[config.mk]
export PLATFORM = sky130hd
export DESIGN_NAME = source_text_tokenizer_top_flat
export DESIGN_NICKNAME = d
export VERILOG_FILES = /design/src/hw/rtl/stn_pkg.sv /design/src/hw/rtl/stn_char_if.sv /design/src/hw/rtl/stn_tok_if.sv /design/src/hw/rtl/source_text_tokenizer_top.sv /design/src/hw/rtl/stn_front.sv /design/src/hw/rtl/stn_queue.sv /design/src/hw/rtl/stn_back.sv /design/src/flat_wrapper.sv
export SDC_FILE = /design/constraint.sdc
export NUM_CORES = 1
export LEC_CHECK = 0
export ABC_AREA = 1
export BUFFER_PORTS_ARGS = -buffer_cell sky130_fd_sc_hd__buf_2
export CAP_MARGIN = 5
export CORE_MARGIN = 2
export CORE_UTILIZATION = 35
export DETAILED_ROUTE_END_ITERATION = 8
export GPL_ROUTABILITY_DRIVEN = 0
export GPL_TIMING_DRIVEN = 0
export RECOVER_POWER = 100
export SLEW_MARGIN = 25
export SYNTH_ARGS = -nofsm -noshare
export SYNTH_HDL_FRONTEND = slang
export SYNTH_SLANG_ARGS = --single-unit
[constraint.sdc]
create_clock -name clk -period 11.55 [get_ports clk]
set_input_delay 1.155 -clock clk [delete_from_list [all_inputs] [get_ports clk]]
set_output_delay 1.155 -clock clk [all_outputs]
set_load 0.01 [all_outputs]
[src/hw/rtl/stn_pkg.sv]
// ----------------------------------------------------------------------------
// stn_pkg: shared types and constants of the source text tokenizer
// Token codes, queue record layout and the keyword tables.
// ----------------------------------------------------------------------------
`default_nettype none

package stn_pkg;

	// keyword and number limits
	localparam int KW_COUNT    = 9;
	localparam int MAX_SIG     = 19;
	localparam int QUEUE_DEPTH = 4;
	localparam int REC_LEN_W   = 8;

	// token kinds
	localparam logic [5:0] TK_ASSIGN = 6'd15;
	localparam logic [5:0] TK_IDENT  = 6'd21;
	localparam logic [5:0] TK_KEY0   = 6'd22;
	localparam logic [5:0] TK_INT    = 6'd31;
	localparam logic [5:0] TK_REAL   = 6'd32;
	localparam logic [5:0] TK_FAIL   = 6'd33;
	localparam logic [5:0] TK_END    = 6'd34;

	// queue record classes
	localparam logic [1:0] REC_DIRECT = 2'd0;
	localparam logic [1:0] REC_IDENT  = 2'd1;
	localparam logic [1:0] REC_INT    = 2'd2;
	localparam logic [1:0] REC_REAL   = 2'd3;

	// one pending token, not yet resolved
	typedef struct packed {
		logic [1:0]          cls;
		logic [5:0]          kind;
		logic [63:0]         acc;
		logic [4:0]          frac;
		logic [REC_LEN_W-1:0] ilen;
		logic [KW_COUNT-1:0] cand;
		logic                ovf;
		logic                last;
	} tok_rec_t;

	// front to queue write request
	typedef struct packed {
		logic     push0;
		logic     push1;
		tok_rec_t rec0;
		tok_rec_t rec1;
	} q_push_t;

	// keyword spelling, element 0 is the first character
	function automatic logic [4:0][7:0] kw_text(input logic [3:0] k);
		case (k)
			4'd0: return {8'h00, 8'h00, 8'h00, "n", "i"};
			4'd1: return {8'h00, 8'h00, "t", "u", "o"};
			4'd2: return {"t", "n", "e", "v", "e"};
			4'd3: return {8'h00, "e", "d", "o", "n"};
			4'd4: return {"y", "r", "e", "u", "q"};
			4'd5: return {"t", "a", "o", "l", "f"};
			4'd6: return {8'h00, "l", "o", "o", "b"};
			4'd7: return {8'h00, "e", "u", "r", "t"};
			4'd8: return {"e", "s", "l", "a", "f"};
			default: return '0;
		endcase
	endfunction

	// keyword length
	function automatic logic [2:0] kw_len(input logic [3:0] k);
		case (k)
			4'd0: return 3'd2;
			4'd1: return 3'd3;
			4'd2: return 3'd5;
			4'd3: return 3'd4;
			4'd4: return 3'd5;
			4'd5: return 3'd5;
			4'd6: return 3'd4;
			4'd7: return 3'd4;
			4'd8: return 3'd5;
			default: return 3'd0;
		endcase
	endfunction

endpackage

`default_nettype wire

[src/hw/rtl/stn_char_if.sv]
// ----------------------------------------------------------------------------
// stn_char_if: character input channel
// Valid/ready channel carrying one source byte or an end-of-input mark.
// ----------------------------------------------------------------------------
`default_nettype none

interface stn_char_if;
	logic       valid;
	logic       ready;
	logic [7:0] char_byte;
	logic       end_of_input;

	modport source (output valid, output char_byte, output end_of_input, input ready);
	modport sink (input valid, input char_byte, input end_of_input, output ready);
endinterface

`default_nettype wire

[src/hw/rtl/stn_tok_if.sv]
// ----------------------------------------------------------------------------
// stn_tok_if: token output channel
// Valid/ready channel carrying one token and its value fields.
// ----------------------------------------------------------------------------
`default_nettype none

interface stn_tok_if #(
	parameter int LEN_W = 7
);
	logic             valid;
	logic             ready;
	logic [5:0]       token_kind;
	logic [30:0]      int_value;
	logic [63:0]      real_mantissa;
	logic [4:0]       fraction_digits;
	logic [LEN_W-1:0] name_length;
	logic             last_of_run;

	modport source (output valid, output token_kind, output int_value, output real_mantissa,
		output fraction_digits, output name_length, output last_of_run, input ready);
	modport sink (input valid, input token_kind, input int_value, input real_mantissa,
		input fraction_digits, input name_length, input last_of_run, output ready);
endinterface

`default_nettype wire

[src/hw/rtl/source_text_tokenizer_top.sv]
// ----------------------------------------------------------------------------
// source_text_tokenizer_top: byte-serial lexical analyzer
// char_in takes one source byte per request, or an end-of-input request
// that flushes the pending token and then gives the end token.
// token_out gives one token per request; last_of_run marks the final
// token caused by an input request (a byte can give zero, one or two).
// Throughput: one byte per cycle while the queue has room; a byte that
// gives two tokens hands them out one at a time by the single output register.
// A token is written into the queue when the byte that completes it is
// accepted, then resolved at the queue head and held in the output register.
// A four-entry record queue parts the scanner from the output stage;
// char_in.ready drops while fewer than two entries are free, so a stalled
// receiver holds the front after at most a few bytes, nothing is lost.
// Reset clears the scan state and empties the queue; no clearing pass.
// ----------------------------------------------------------------------------
`default_nettype none

module source_text_tokenizer_top #(
	parameter int MAX_NAME_LENGTH = 64
) (
	input  wire logic  clk,
	input  wire logic  arst_n,
	stn_char_if.sink   char_in,
	stn_tok_if.source  token_out
);

	stn_pkg::q_push_t  push;
	stn_pkg::tok_rec_t head;
	logic              room;
	logic              head_valid;
	logic              pop;

	// scanner front end
	stn_front #(
		.MAX_NAME_LENGTH(MAX_NAME_LENGTH)
	) u_front (
		.clk     (clk),
		.arst_n  (arst_n),
		.char_in (char_in),
		.room    (room),
		.push    (push)
	);

	// record queue
	stn_queue u_queue (
		.clk        (clk),
		.arst_n     (arst_n),
		.push       (push),
		.pop        (pop),
		.room       (room),
		.head_valid (head_valid),
		.head       (head)
	);

	// resolver and output register
	stn_back #(
		.MAX_NAME_LENGTH(MAX_NAME_LENGTH)
	) u_back (
		.clk        (clk),
		.arst_n     (arst_n),
		.head_valid (head_valid),
		.head       (head),
		.pop        (pop),
		.token_out  (token_out)
	);

endmodule

`default_nettype wire

[src/hw/rtl/stn_front.sv]
// ----------------------------------------------------------------------------
// stn_front: scanner front end
// Takes one byte per cycle while there is room, tracks the pending token
// and writes up to two unresolved token records per byte into the queue.
// ----------------------------------------------------------------------------
`default_nettype none

module stn_front #(
	parameter int MAX_NAME_LENGTH = 64
) (
	input  wire logic            clk,
	input  wire logic            arst_n,
	stn_char_if.sink             char_in,
	input  wire logic            room,
	output stn_pkg::q_push_t     push
);

	localparam int LEN_W = $clog2(MAX_NAME_LENGTH + 1);
	localparam logic [stn_pkg::KW_COUNT-1:0] ALL_KEYS = '1;

	localparam logic [2:0] MODE_IDLE  = 3'd0;
	localparam logic [2:0] MODE_CMP   = 3'd1;
	localparam logic [2:0] MODE_IDENT = 3'd2;
	localparam logic [2:0] MODE_INT   = 3'd3;
	localparam logic [2:0] MODE_FRAC  = 3'd4;

	// scan state
	logic [2:0]                    mode_q;
	logic [63:0]                   acc_q;
	logic [4:0]                    dcnt_q;
	logic [4:0]                    fcnt_q;
	logic [LEN_W-1:0]              ilen_q;
	logic [stn_pkg::KW_COUNT-1:0]  cand_q;
	logic [1:0]                    pcmp_q;
	logic                          ovf_q;

	logic [2:0]                    mode_d;
	logic [63:0]                   acc_d;
	logic [4:0]                    dcnt_d;
	logic [4:0]                    fcnt_d;
	logic [LEN_W-1:0]              ilen_d;
	logic [stn_pkg::KW_COUNT-1:0]  cand_d;
	logic [1:0]                    pcmp_d;
	logic                          ovf_d;

	logic [7:0] c;
	logic [3:0] d;
	logic       is_dig;
	logic       is_alp;
	logic       is_spc;
	logic       accept;

	// keyword candidates after one more identifier character
	function automatic logic [stn_pkg::KW_COUNT-1:0] cand_step(
		input logic [LEN_W-1:0]             len,
		input logic [stn_pkg::KW_COUNT-1:0] cand,
		input logic [7:0]                   ch
	);
		logic [stn_pkg::KW_COUNT-1:0] r;
		logic [4:0][7:0]              t;
		r = cand;
		for (int k = 0; k < stn_pkg::KW_COUNT; k++) begin
			t = stn_pkg::kw_text(4'(k));
			if (len >= LEN_W'(stn_pkg::kw_len(4'(k))) || t[len[2:0]] != ch) begin
				r[k] = 1'b0;
			end
		end
		return r;
	endfunction

	// single-character punctuators: hit bit and code
	function automatic logic [4:0] punct_code(input logic [7:0] ch);
		case (ch)
			";": return {1'b1, 4'd0};
			":": return {1'b1, 4'd1};
			".": return {1'b1, 4'd2};
			"?": return {1'b1, 4'd3};
			",": return {1'b1, 4'd4};
			"(": return {1'b1, 4'd5};
			")": return {1'b1, 4'd6};
			"{": return {1'b1, 4'd7};
			"}": return {1'b1, 4'd8};
			"[": return {1'b1, 4'd9};
			"]": return {1'b1, 4'd10};
			"+": return {1'b1, 4'd11};
			"-": return {1'b1, 4'd12};
			"*": return {1'b1, 4'd13};
			"/": return {1'b1, 4'd14};
			default: return 5'd0;
		endcase
	endfunction

	function automatic stn_pkg::tok_rec_t direct_rec(input logic [5:0] kind);
		stn_pkg::tok_rec_t r;
		r = '0;
		r.cls  = stn_pkg::REC_DIRECT;
		r.kind = kind;
		return r;
	endfunction

	// byte classes
	assign c      = char_in.char_byte;
	assign d      = c[3:0];
	assign is_dig = (c >= "0") && (c <= "9");
	assign is_alp = ((c >= "a") && (c <= "z")) || ((c >= "A") && (c <= "Z"));
	assign is_spc = (c == " ") || (c == 8'h09) || (c == 8'h0A) || (c == 8'h0D);

	assign char_in.ready = room;
	assign accept        = char_in.valid && room;

	// decimal digit step: acc * 10 + d
	logic [63:0] acc10;
	logic        dig_skip;
	logic        dig_room;
	logic [1:0]  pm1;

	assign acc10    = {acc_q[60:0], 3'b000} + {acc_q[62:0], 1'b0} + {60'd0, d};
	assign dig_skip = (acc_q == 64'd0) && (d == 4'd0);
	assign dig_room = dcnt_q < 5'(stn_pkg::MAX_SIG);
	assign pm1      = pcmp_q - 2'd1;

	// token that the pending state gives when it is closed
	stn_pkg::tok_rec_t f_rec;

	always_comb begin
		f_rec = '0;
		case (mode_q)
			MODE_CMP: begin
				f_rec = direct_rec(stn_pkg::TK_ASSIGN + {3'b000, pm1, 1'b0});
			end
			MODE_IDENT: begin
				f_rec.cls  = stn_pkg::REC_IDENT;
				f_rec.ilen = stn_pkg::REC_LEN_W'(ilen_q);
				f_rec.cand = cand_q;
			end
			MODE_INT: begin
				f_rec.cls = stn_pkg::REC_INT;
				f_rec.acc = acc_q;
				f_rec.ovf = ovf_q;
			end
			MODE_FRAC: begin
				f_rec.cls  = stn_pkg::REC_REAL;
				f_rec.acc  = acc_q;
				f_rec.frac = fcnt_q;
				f_rec.ovf  = ovf_q;
			end
			default: ;
		endcase
	end

	// scan of a byte from the cleared state
	logic [4:0]                   pc;
	logic [2:0]                   i_mode;
	logic [63:0]                  i_acc;
	logic [4:0]                   i_dcnt;
	logic [LEN_W-1:0]             i_ilen;
	logic [stn_pkg::KW_COUNT-1:0] i_cand;
	logic [1:0]                   i_pcmp;
	logic                         i_emit;
	stn_pkg::tok_rec_t            i_rec;

	assign pc = punct_code(c);

	always_comb begin
		i_mode = MODE_IDLE;
		i_acc  = '0;
		i_dcnt = '0;
		i_ilen = '0;
		i_cand = ALL_KEYS;
		i_pcmp = 2'd0;
		i_emit = 1'b0;
		i_rec  = direct_rec(stn_pkg::TK_FAIL);
		if (is_spc) begin
			i_emit = 1'b0;
		end else if (pc[4]) begin
			i_emit = 1'b1;
			i_rec  = direct_rec({2'b00, pc[3:0]});
		end else if (c == "=") begin
			i_mode = MODE_CMP;
			i_pcmp = 2'd1;
		end else if (c == "<") begin
			i_mode = MODE_CMP;
			i_pcmp = 2'd2;
		end else if (c == ">") begin
			i_mode = MODE_CMP;
			i_pcmp = 2'd3;
		end else if (is_dig) begin
			i_mode = MODE_INT;
			i_acc  = {60'd0, d};
			i_dcnt = {4'd0, (d != 4'd0)};
		end else if (is_alp) begin
			i_mode = MODE_IDENT;
			i_ilen = LEN_W'(1);
			i_cand = cand_step('0, ALL_KEYS, c);
		end else begin
			i_emit = 1'b1;
		end
	end

	// next state and produced tokens
	logic              f_v;
	logic              s_v;
	logic              take_idle;
	logic              do_clear;
	stn_pkg::tok_rec_t s_rec;

	always_comb begin
		mode_d    = mode_q;
		acc_d     = acc_q;
		dcnt_d    = dcnt_q;
		fcnt_d    = fcnt_q;
		ilen_d    = ilen_q;
		cand_d    = cand_q;
		pcmp_d    = pcmp_q;
		ovf_d     = ovf_q;
		f_v       = 1'b0;
		s_v       = 1'b0;
		s_rec     = direct_rec(stn_pkg::TK_END);
		take_idle = 1'b0;
		do_clear  = 1'b0;
		if (char_in.end_of_input) begin
			f_v      = (mode_q != MODE_IDLE);
			s_v      = 1'b1;
			do_clear = 1'b1;
		end else begin
			case (mode_q)
				MODE_CMP: begin
					if (c == "=") begin
						s_v      = 1'b1;
						s_rec    = direct_rec(stn_pkg::TK_ASSIGN + {3'b000, pm1, 1'b1});
						do_clear = 1'b1;
					end else begin
						f_v       = 1'b1;
						take_idle = 1'b1;
					end
				end
				MODE_IDENT: begin
					if (is_alp || is_dig || c == "_") begin
						cand_d = cand_step(ilen_q, cand_q, c);
						if (ilen_q < LEN_W'(MAX_NAME_LENGTH)) begin
							ilen_d = ilen_q + LEN_W'(1);
						end
					end else begin
						f_v       = 1'b1;
						take_idle = 1'b1;
					end
				end
				MODE_INT: begin
					if (is_dig) begin
						if (!dig_skip) begin
							if (dig_room) begin
								acc_d  = acc10;
								dcnt_d = dcnt_q + 5'd1;
							end else begin
								ovf_d = 1'b1;
							end
						end
					end else if (c == ".") begin
						mode_d = MODE_FRAC;
					end else begin
						f_v       = 1'b1;
						take_idle = 1'b1;
					end
				end
				MODE_FRAC: begin
					if (is_dig) begin
						if (!dig_skip) begin
							if (dig_room) begin
								acc_d  = acc10;
								dcnt_d = dcnt_q + 5'd1;
							end else begin
								ovf_d = 1'b1;
							end
						end
						if (fcnt_q < 5'(stn_pkg::MAX_SIG)) begin
							fcnt_d = fcnt_q + 5'd1;
						end else begin
							ovf_d = 1'b1;
						end
					end else if (c == "f") begin
						f_v      = 1'b1;
						do_clear = 1'b1;
					end else begin
						f_v       = 1'b1;
						take_idle = 1'b1;
					end
				end
				default: begin
					take_idle = 1'b1;
				end
			endcase
		end
		if (do_clear) begin
			mode_d = MODE_IDLE;
			acc_d  = '0;
			dcnt_d = '0;
			fcnt_d = '0;
			ilen_d = '0;
			cand_d = ALL_KEYS;
			pcmp_d = 2'd0;
			ovf_d  = 1'b0;
		end
		if (take_idle) begin
			mode_d = i_mode;
			acc_d  = i_acc;
			dcnt_d = i_dcnt;
			fcnt_d = '0;
			ilen_d = i_ilen;
			cand_d = i_cand;
			pcmp_d = i_pcmp;
			ovf_d  = 1'b0;
			s_v    = i_emit;
			s_rec  = i_rec;
		end
	end

	// queue write request, closing token first
	always_comb begin
		push.push0     = accept && (f_v || s_v);
		push.push1     = accept && f_v && s_v;
		push.rec0      = f_v ? f_rec : s_rec;
		push.rec0.last = !(f_v && s_v);
		push.rec1      = s_rec;
		push.rec1.last = 1'b1;
	end

	// state registers
	always_ff @(posedge clk or negedge arst_n) begin
		if (!arst_n) begin
			mode_q <= MODE_IDLE;
			acc_q  <= '0;
			dcnt_q <= '0;
			fcnt_q <= '0;
			ilen_q <= '0;
			cand_q <= ALL_KEYS;
			pcmp_q <= 2'd0;
			ovf_q  <= 1'b0;
		end else if (accept) begin
			mode_q <= mode_d;
			acc_q  <= acc_d;
			dcnt_q <= dcnt_d;
			fcnt_q <= fcnt_d;
			ilen_q <= ilen_d;
			cand_q <= cand_d;
			pcmp_q <= pcmp_d;
			ovf_q  <= ovf_d;
		end
	end

	// a compare operator is pending exactly in compare mode
	a_cmp_pending: assert property (@(posedge clk) disable iff (!arst_n)
		(mode_q == MODE_CMP) == (pcmp_q != 2'd0))
		else $error("compare code out of step with scan mode");

	// end of input leaves the scanner idle
	a_eoi_idle: assert property (@(posedge clk) disable iff (!arst_n)
		accept && char_in.end_of_input |=> mode_q == MODE_IDLE && acc_q == 64'd0)
		else $error("scanner not cleared after end of input");

endmodule

`default_nettype wire

[src/hw/rtl/stn_queue.sv]
// ----------------------------------------------------------------------------
// stn_queue: token record queue
// Small register queue between front and back; takes up to two records
// per cycle and gives one per cycle.
// ----------------------------------------------------------------------------
`default_nettype none

module stn_queue (
	input  wire logic              clk,
	input  wire logic              arst_n,
	input  wire stn_pkg::q_push_t  push,
	input  wire logic              pop,
	output logic                   room,
	output logic                   head_valid,
	output stn_pkg::tok_rec_t      head
);

	localparam int PTR_W = $clog2(stn_pkg::QUEUE_DEPTH);
	localparam int CNT_W = $clog2(stn_pkg::QUEUE_DEPTH + 1);

	stn_pkg::tok_rec_t mem_q [stn_pkg::QUEUE_DEPTH];
	logic [PTR_W-1:0]  wr_q;
	logic [PTR_W-1:0]  rd_q;
	logic [CNT_W-1:0]  cnt_q;

	// room for a full two-record request
	assign room       = cnt_q <= CNT_W'(stn_pkg::QUEUE_DEPTH - 2);
	assign head_valid = cnt_q != '0;
	assign head       = mem_q[rd_q];

	// record storage
	always_ff @(posedge clk) begin
		if (push.push0) begin
			mem_q[wr_q] <= push.rec0;
		end
		if (push.push1) begin
			mem_q[PTR_W'(wr_q + 1'b1)] <= push.rec1;
		end
	end

	// pointers and fill count
	always_ff @(posedge clk or negedge arst_n) begin
		if (!arst_n) begin
			wr_q  <= '0;
			rd_q  <= '0;
			cnt_q <= '0;
		end else begin
			wr_q  <= PTR_W'(wr_q + PTR_W'(push.push0) + PTR_W'(push.push1));
			if (pop) begin
				rd_q <= PTR_W'(rd_q + 1'b1);
			end
			cnt_q <= CNT_W'(cnt_q + CNT_W'(push.push0) + CNT_W'(push.push1) - CNT_W'(pop));
		end
	end

	// the front writes only after checking for room
	a_push_room: assert property (@(posedge clk) disable iff (!arst_n)
		push.push0 |-> cnt_q <= CNT_W'(stn_pkg::QUEUE_DEPTH - 2))
		else $error("queue written without room");

	// a second record never goes without a first
	a_push_order: assert property (@(posedge clk) disable iff (!arst_n)
		push.push1 |-> push.push0)
		else $error("second record written alone");

endmodule

`default_nettype wire

[src/hw/rtl/stn_back.sv]
// ----------------------------------------------------------------------------
// stn_back: token resolver and output stage
// Resolves keywords, integer range and overflow for the queue head and
// holds the result in the output register.
// ----------------------------------------------------------------------------
`default_nettype none

module stn_back #(
	parameter int MAX_NAME_LENGTH = 64
) (
	input  wire logic               clk,
	input  wire logic               arst_n,
	input  wire logic               head_valid,
	input  wire stn_pkg::tok_rec_t  head,
	output logic                    pop,
	stn_tok_if.source               token_out
);

	localparam int LEN_W = $clog2(MAX_NAME_LENGTH + 1);

	logic [5:0]       r_kind;
	logic [30:0]      r_int;
	logic [63:0]      r_mant;
	logic [4:0]       r_frac;
	logic [LEN_W-1:0] r_len;

	// final kind and value fields of the head record
	always_comb begin
		r_kind = head.kind;
		r_int  = '0;
		r_mant = '0;
		r_frac = '0;
		r_len  = '0;
		case (head.cls)
			stn_pkg::REC_IDENT: begin
				r_kind = stn_pkg::TK_IDENT;
				r_len  = LEN_W'(head.ilen);
				for (int k = stn_pkg::KW_COUNT - 1; k >= 0; k--) begin
					if (head.cand[k] &&
						head.ilen == stn_pkg::REC_LEN_W'(stn_pkg::kw_len(4'(k)))) begin
						r_kind = stn_pkg::TK_KEY0 + 6'(k);
						r_len  = '0;
					end
				end
			end
			stn_pkg::REC_INT: begin
				if (head.ovf || head.acc[63:31] != '0) begin
					r_kind = stn_pkg::TK_FAIL;
				end else begin
					r_kind = stn_pkg::TK_INT;
					r_int  = head.acc[30:0];
				end
			end
			stn_pkg::REC_REAL: begin
				if (head.ovf) begin
					r_kind = stn_pkg::TK_FAIL;
				end else begin
					r_kind = stn_pkg::TK_REAL;
					r_mant = head.acc;
					r_frac = head.frac;
				end
			end
			default: ;
		endcase
	end

	logic             valid_q;
	logic [5:0]       kind_q;
	logic [30:0]      int_q;
	logic [63:0]      mant_q;
	logic [4:0]       frac_q;
	logic [LEN_W-1:0] len_q;
	logic             last_q;

	assign pop = head_valid && (!valid_q || token_out.ready);

	// output register valid
	always_ff @(posedge clk or negedge arst_n) begin
		if (!arst_n) begin
			valid_q <= 1'b0;
		end else if (pop) begin
			valid_q <= 1'b1;
		end else if (token_out.ready) begin
			valid_q <= 1'b0;
		end
	end

	// output register payload
	always_ff @(posedge clk) begin
		if (pop) begin
			kind_q <= r_kind;
			int_q  <= r_int;
			mant_q <= r_mant;
			frac_q <= r_frac;
			len_q  <= r_len;
			last_q <= head.last;
		end
	end

	assign token_out.valid           = valid_q;
	assign token_out.token_kind      = kind_q;
	assign token_out.int_value       = int_q;
	assign token_out.real_mantissa   = mant_q;
	assign token_out.fraction_digits = frac_q;
	assign token_out.name_length     = len_q;
	assign token_out.last_of_run     = last_q;

	// the end token always closes its run
	a_end_last: assert property (@(posedge clk) disable iff (!arst_n)
		valid_q && kind_q == stn_pkg::TK_END |-> last_q)
		else $error("end token without last_of_run");

endmodule

`default_nettype wire

[src/flat_wrapper.sv]
// flat-port wrapper written by rule: the top's interface ports become plain ports
module source_text_tokenizer_top_flat 
#(
	parameter int MAX_NAME_LENGTH = 64
)
  (clk, arst_n, char_in_valid, char_in_char_byte, char_in_end_of_input, char_in_ready, token_out_valid, token_out_token_kind, token_out_int_value, token_out_real_mantissa, token_out_fraction_digits, token_out_name_length, token_out_last_of_run, token_out_ready);
  stn_char_if char_in_i ();
  stn_tok_if #(.LEN_W(7)) token_out_i ();
  input  wire logic clk;
  input  wire logic arst_n;
  input wire logic [$bits(char_in_i.valid)-1:0] char_in_valid;
  input wire logic [$bits(char_in_i.char_byte)-1:0] char_in_char_byte;
  input wire logic [$bits(char_in_i.end_of_input)-1:0] char_in_end_of_input;
  output wire logic [$bits(char_in_i.ready)-1:0] char_in_ready;
  output wire logic [$bits(token_out_i.valid)-1:0] token_out_valid;
  output wire logic [$bits(token_out_i.token_kind)-1:0] token_out_token_kind;
  output wire logic [$bits(token_out_i.int_value)-1:0] token_out_int_value;
  output wire logic [$bits(token_out_i.real_mantissa)-1:0] token_out_real_mantissa;
  output wire logic [$bits(token_out_i.fraction_digits)-1:0] token_out_fraction_digits;
  output wire logic [$bits(token_out_i.name_length)-1:0] token_out_name_length;
  output wire logic [$bits(token_out_i.last_of_run)-1:0] token_out_last_of_run;
  input wire logic [$bits(token_out_i.ready)-1:0] token_out_ready;
  assign char_in_i.valid = char_in_valid;
  assign char_in_i.char_byte = char_in_char_byte;
  assign char_in_i.end_of_input = char_in_end_of_input;
  assign char_in_ready = char_in_i.ready;
  assign token_out_valid = token_out_i.valid;
  assign token_out_token_kind = token_out_i.token_kind;
  assign token_out_int_value = token_out_i.int_value;
  assign token_out_real_mantissa = token_out_i.real_mantissa;
  assign token_out_fraction_digits = token_out_i.fraction_digits;
  assign token_out_name_length = token_out_i.name_length;
  assign token_out_last_of_run = token_out_i.last_of_run;
  assign token_out_i.ready = token_out_ready;
  source_text_tokenizer_top #(.MAX_NAME_LENGTH(MAX_NAME_LENGTH)) u_core (.clk(clk), .arst_n(arst_n), .char_in(char_in_i), .token_out(token_out_i));
endmodule
# --- Word-level counts from Yosys, hierarchy flattened ---
# Memory sizes are Yosys's and may differ from the RTL's.
# Index checks and enable logic that the tools add are counted.
word_totals:
  out_inout_bits: 116
  elab_cells: 531
  latch_bits: 0
  ramBits: 384
  romBits: 0
  mem_count: 1
  ff_bits: 218
  inputBits: 13
mem_list:
  columns: ["memory", "depth", "width", "read_ports", "rd_ports_with_merged_regs", "write_ports", "line", "rtl"]
  rows:
  - ["u_core.u_queue.mem_q", 4, 96, 1, 0, 2, "stn_queue.sv:21", "stn_pkg::tok_rec_t mem_q [stn_pkg::QUEUE_DEPTH];"]
classes:
  n_bitwise: 3
  magnitude_cmp: 19
  n_mul: 0
  muxes: 314
  add_sub_neg: 15
  n_div: 0
  n_reduce_logical: 95
  shifts: 0
  eq_ne: 58
ops:
  columns: ["cell", "count"]
  rows:
  - ["two-way mux 40 bit", 27]
  - ["two-way mux 8 bit", 72]
  - ["two-way mux 64 bit", 8]
  - ["two-way mux 94 bit", 5]
  - ["binary-select mux 8 bit (select 3 bit)", 9]
  - ["two-way mux 96 bit", 2]
  - ["two-way mux 3 bit", 50]
  - ["!= test 8 bit", 18]
  - ["equality test 8 x 6 -> 1 bit (second input constant)", 15]
  - ["two-way mux 9 bit", 12]
  - ["two-way mux 5 bit", 15]
  - ["case mux 5 bit (15 select lines)", 1]
  - ["two-way mux 1 bit", 70]
  - ["AND reduction 5 bit", 13]
  - ["adder 64 x 4 -> 64 bit", 1]
  - ["adder 64 bit", 1]
  - ["logical NOT 64 bit", 1]
  - ["nonzero test 3 bit", 21]
  - ["two-way mux 6 bit", 9]
  - ["equality test 8 x 7 -> 1 bit (second input constant)", 6]
  - ["two-way mux 7 bit", 6]
  - ["nonzero test 33 bit", 1]
  - ["equality test 8 x 3 -> 1 bit", 4]
  - [">= comparator 7 x 3 -> 1 bit", 4]
  - ["43 further kinds", 133]

# --- Longest topological paths before layout ---
depth:
  depth_word: 21
  ltp_mapped: 21
  mapped_depth_nobuf: 19

# --- By module ---
# Synthesis repeated with hierarchy kept, for this count alone.
unflattened:
  hier_cells: 5662
  area_unflattened_um2: 40606.4
by_module_without_submodules:
  columns: ["module", "area_each_um2", "seq_area_each_um2", "cells_each", "n_inst"]
  rows:
  - ["stn_queue", 22077.4, 11706.2, 2835, 1]
  - ["stn_front", 13859.5, 2413.6, 2434, 1]
  - ["stn_back", 4669.5, 3448.3, 393, 1]

# --- Worst setup path before layout ---
# OpenSTA, ideal clock, no wires.
synth_timing:
  path_kind: "in2reg"
  from: "input port token_out_ready"
  to: "register u_core.u_queue.cnt_q[2]"
  setup_ps: 123
  required_ps: 11427
  slack_ps: 2350
  arrival_time_ps: 9078
  n_path_buf: 0
  stages: 9
  path_cell_list: "nor2_1 -> a31oi_1 -> ha_1 -> xnor2_1 -> inv_1 -> ha_1 -> o21bai_1 -> fa_1 -> xnor2_1"
synth_between:
  elab_chain_cells: 3
synth_rtl:
  columns: ["item", "line", "rtl"]
  rows:
  - ["from (decl)", "flat_wrapper.sv:22", "input wire logic [$bits(token_out_i.ready)-1:0] token_out_ready;"]
  - ["logical OR 1 bit", "stn_back.sv:75", "assign pop = head_valid && (!valid_q || token_out.ready);"]
  - ["logical AND 1 bit", "stn_back.sv:75", null]
  - ["named net u_core.pop", "source_text_tokenizer_top.sv:31", "logic pop;"]
  - ["subtractor 3 x 1 -> 3 bit", "stn_queue.sv:52", "cnt_q <= CNT_W'(cnt_q + CNT_W'(push.push0) + CNT_W'(push.push1) - CNT_W'(pop));"]
  - ["to (signal assigned)", "stn_queue.sv:52", null]
  - ["to (decl)", "stn_queue.sv:24", "logic [CNT_W-1:0] cnt_q;"]
# The timed path passes the listed nets, and every way through them passes these cells.
# A chain may end at the register's enable or synchronous reset.

==> metrics.md <==
| Metric | Value |
|---|---|
| Seq cells post-synth | ~600 |
| P_leak | between 15 and 20 nW |
| Layout Utilization | 0.399 |
| Row count | 113 |
| Critical path class | in -> reg |
| CTS tree | done |
| Nature of the critical path startpoint | input port |
| Pins Over Slew Limit | approximately 120 |
| Initial core utilization | 0.353 |
| Failing checks | capacitance limit, slew limit |
| Post-synth top cells | 1065 x nand2_1, 730 x nor2_1, 578 x nand3_1 |
| Die Span Y | approximately 310 um |
| Max-capacitance violation count | 3 |
| Core ar. | around 95000 um^2 |
| Worst-path fanout max | 10 |
| Slowest cell delay on critical path | around 1.5 ns |
| Worst clock skew | roughly 0.032 ns |
| CP cell instances | clkbuf_1, clkbuf_1, nor2_1, a21oi_1, nand2_1, nand2_1, inv_1, o21ai_0, nor2_1, nand2_1, nand2_1, a21oi_1, clkbuf_1, clkbuf_1, nand3_1, nand2_1 |
| Layout Nets | approximately 5100 |
| Arrival time worst endpoint | between 6 and 7 ns |
| CP endpoint kind | flop |
| Slowest library cell on the worst path | a21oi_1 |
| WHS | around 0.46 ns |
| Io pins | about 130 |
| Clk buf depth | 3 |
| Synth Area per Inst | 7.05 um^2 |
| Cts hold-fix bufs | 0 |
| Dominant cell type by area after synthesis | dfxtp_1 |
| Root buf cell | clkbuf_16 |
| Total gr overflow | 0 |
| Hpwl dp | between 90 and 100 mm |
| Final Hold Viols | 0 |
| Wire per inst | 20.0 um |
| VDD IR max | about 0.00014 V |
| Synth Cell Area | approximately 34000 um^2 |
| Setup Viol. Count Final | 0 |
| DRT iter0 DRCs | roughly 3600 |
| Count of flip-flops with a built-in enable after synthesis | ~140 |
| Period utilization | 0.529 |
| Largest cells by area after synthesis | dfxtp_1 21%, edfxtp_1 12%, nand2_1 12% |
| Fmax | roughly 160 MHz |
| Sequential element share of the synthesized area | 0.413 |
| Detailed Routing Iterations Pass 1 | 9 |
| Unique masters post-synth | 55 |
| Worst-Margin Slew | around 3.7 ns |
| Synth Instances | roughly 4800 |
| Routed WL | around 130 mm |
| Yosys warnings | 0 |
| RSZ-0062 raised after global routing | no |
| Status | finished with violations |
| Ys flop type | dfxtp_1 |
| Worst slew margin | -1.45 |
| Hold path startpoint | u_core.u_queue.mem_q[1][32]$_SDFFE_PP0P_ |
| Ys async rst share | 0.174 |
| Synth Net Count | slightly below 5000 |
| Worst-path clk slew | 0.06 ns |
| Post-route DRC | 0 |
| Post-cts sizing count | 0 |
| Share of layout cells above drive strength 1 | 0.0415 |
| Synth top area share | 0.212 |
| Most used cell, CP | nand2_1 |
| Hold Path Class | reg -> reg |
| CTS H-Tree Depth | 3 |
| Initial antenna violation count | 1 |
| # port buffers | around 130 |
| FF-to-FF Start | u_core.u_queue.rd_q[0]$_DFFE_PN0P_ |
| PD cells | between 200 and 250 nW/um^2 |
| Synthesis-to-layout area growth | 12.9% |
| GRT Overall Usage | 0.249 |
| Final min period | just over 6 ns |
| Fillers | between 10000 and 15000 |
| CP required | 12.14 ns |
| Pin count of the biggest net entering global routing | 63 |
| DRT antenna net count | 0 |
| Die W | 314 um |
| Detail-routed via count per cell | ~5.3 |
| TritonCTS sink count | between 500 and 600 |
| DIE AREA | 98600 um^2 |
| Number of global-route vias before repair | a little over 30000 |
| Total CTS buffers | 71 |
| Worst Setup SP | char_in_char_byte[1] |
| Setup bufs post-CTS | 0 |
| First-pass GRT wire length | 188 mm |
| Routed vias | around 33000 |
| Most frequent cell after synthesis | nand2_1 |
| Skew-Pair Late Insertion Delay | 0.65 ns |
## path summary, 6_finish.rpt
check	end	slack (ns)	depth (start not counted)
worst max-delay path	u_core.u_queue.mem_q[0][24]$_SDFFE_PP0N_	5.45	16
worst max register to register	u_core.u_back.token_out.token_kind[3]$_DFFE_PP_	6.16	11
max in group asynchronous	u_core.u_front.ilen_q[2]$_DFFE_PN0P_	5.86	2
worst min register to register	u_core.u_queue.mem_q[1][32]$_SDFFE_PP0P_	0.46	2
min in group asynchronous	u_core.u_front.acc_q[48]$_DFFE_PN0P_	1.22	1
worst min-delay path	u_core.u_queue.mem_q[1][32]$_SDFFE_PP0P_	0.46	2
## area by class of cell
class                      count  area, um^2  area share
multi-input combinational   3409       16600       0.438
sequential                   598       13900       0.366
clock buffer                 109        2130      0.0562
inverter                     508        1910      0.0502
tap                         1265        1580      0.0417
buffer                       256        1070      0.0282
timing repair buffer         134         513      0.0135
clock inverter                22         251     0.00663
antenna                        1        2.50   0.0000659
## routing by layer
metal  track usage  part of all wire  vias up  routed length, um
met4         0.126             0.051        0               6420
met3        0.0403             0.091      279              11400
li1              -                 -    16050                  -
met1         0.330              0.42    15615              52800
met5             0                 0        -                  0
met2         0.393              0.44     1536              55700
## metrics by stage
| step | area (um^2) | std cells | total power [mW] | setup WS [ns] | TNS (ns) |
|---|---|---|---|---|---|
| finish | 38000 | 6302 | 9.31 | 5.45 | 0 |
| global route | 38000 | 6302 | 9.81 | 4.65 | 0 |
| CTS | 38400 | 6301 | 9.38 | 6.23 | 0 |
| detailed placement | 36100 | 6170 | 7.08 | 6.26 | 0 |
| global placement | 35800 | 6163 | 7.04 | -2.44 | -9.76 |
| floorplan | 33600 | 4771 | 5.50 | 2.35 | 0 |
## worst max-delay path, delay by kind of cell
| family | cells | cell delay, ns |
|---|---|---|
| buf+inv | 5 | 2.37 |
| simple gates | 8 | 1.30 |
| compound gates | 3 | 1.84 |
## placed cells by master (no fill, tap or decap), types with 4 or more instances in the layout
| master | netlist | routed |
|---|---|---|
| dfxtp_1 | 356 | 356 |
| nand2_1 | 1065 | 1072 |
| o2111ai_1 | 7 | 7 |
| nand4_1 | 91 | 91 |
| dfstp_2 | 9 | 9 |
| a21boi_0 | 5 | 5 |
| o21ai_0 | 294 | 301 |
| edfxtp_1 | 138 | 138 |
| o21a_1 | 6 | 6 |
| o21bai_1 | 15 | 15 |
| buf_2 | 70 | 41 |
| clkbuf_1 | 131 | 340 |
| a31oi_1 | 20 | 20 |
| or2_2 | 4 | 4 |
| and3_1 | 4 | 4 |
| clkbuf_16 | 0 | 75 |
| xnor2_1 | 23 | 23 |
| clkinv_2 | 0 | 9 |
| dfrtp_1 | 95 | 95 |
| nor2_1 | 730 | 733 |
| buf_4 | 22 | 18 |
| a21oi_1 | 201 | 202 |
| nor4_1 | 18 | 18 |
| a21o_1 | 11 | 11 |
| buf_1 | 31 | 12 |
| inv_2 | 25 | 19 |
| clkbuf_8 | 0 | 13 |
| nand3b_1 | 8 | 8 |
| xor2_1 | 43 | 43 |
| o211ai_1 | 18 | 18 |
| nor3_1 | 39 | 39 |
| o22ai_1 | 40 | 40 |
| inv_1 | 483 | 489 |
| nand3_1 | 578 | 582 |
| ha_1 | 136 | 136 |
## kinds of logic after synthesis
group,after synthesis,share of synthesized area
adder cells (fa/ha/maj),139,0.0524
XOR/XNOR,66,0.0172
flip-flops,598,0.413
buffers and inverters,764,0.0908
AO/OA/AOI/OAI,641,0.104
AND/OR/NAND/NOR,2563,0.322
## sequential cells by signal, summed over array words and instances (netlist names), 5 cells and up
name                                     count
u_core.u_back.token_out.fraction_digits      5
u_core.u_back.token_out.int_value           31
u_core.u_back.token_out.name_length          7
u_core.u_back.token_out.real_mantissa       64
u_core.u_back.token_out.token_kind           6
u_core.u_front.acc_q                        64
u_core.u_front.cand_q                        9
u_core.u_front.dcnt_q                        5
u_core.u_front.fcnt_q                        5
u_core.u_front.ilen_q                        7
u_core.u_queue.mem_q                       380
## power by group
part / switching [mW] / internal (mW) / total, mW / leakage [nW]
logic: 3.02 / 0.967 / 3.98 / 11.6
registers: 0.208 / 2.81 / 3.02 / 5.73
clock network: 0.954 / 1.35 / 2.31 / 1.17
No activity file was read; power rests on OpenSTA's default activity.
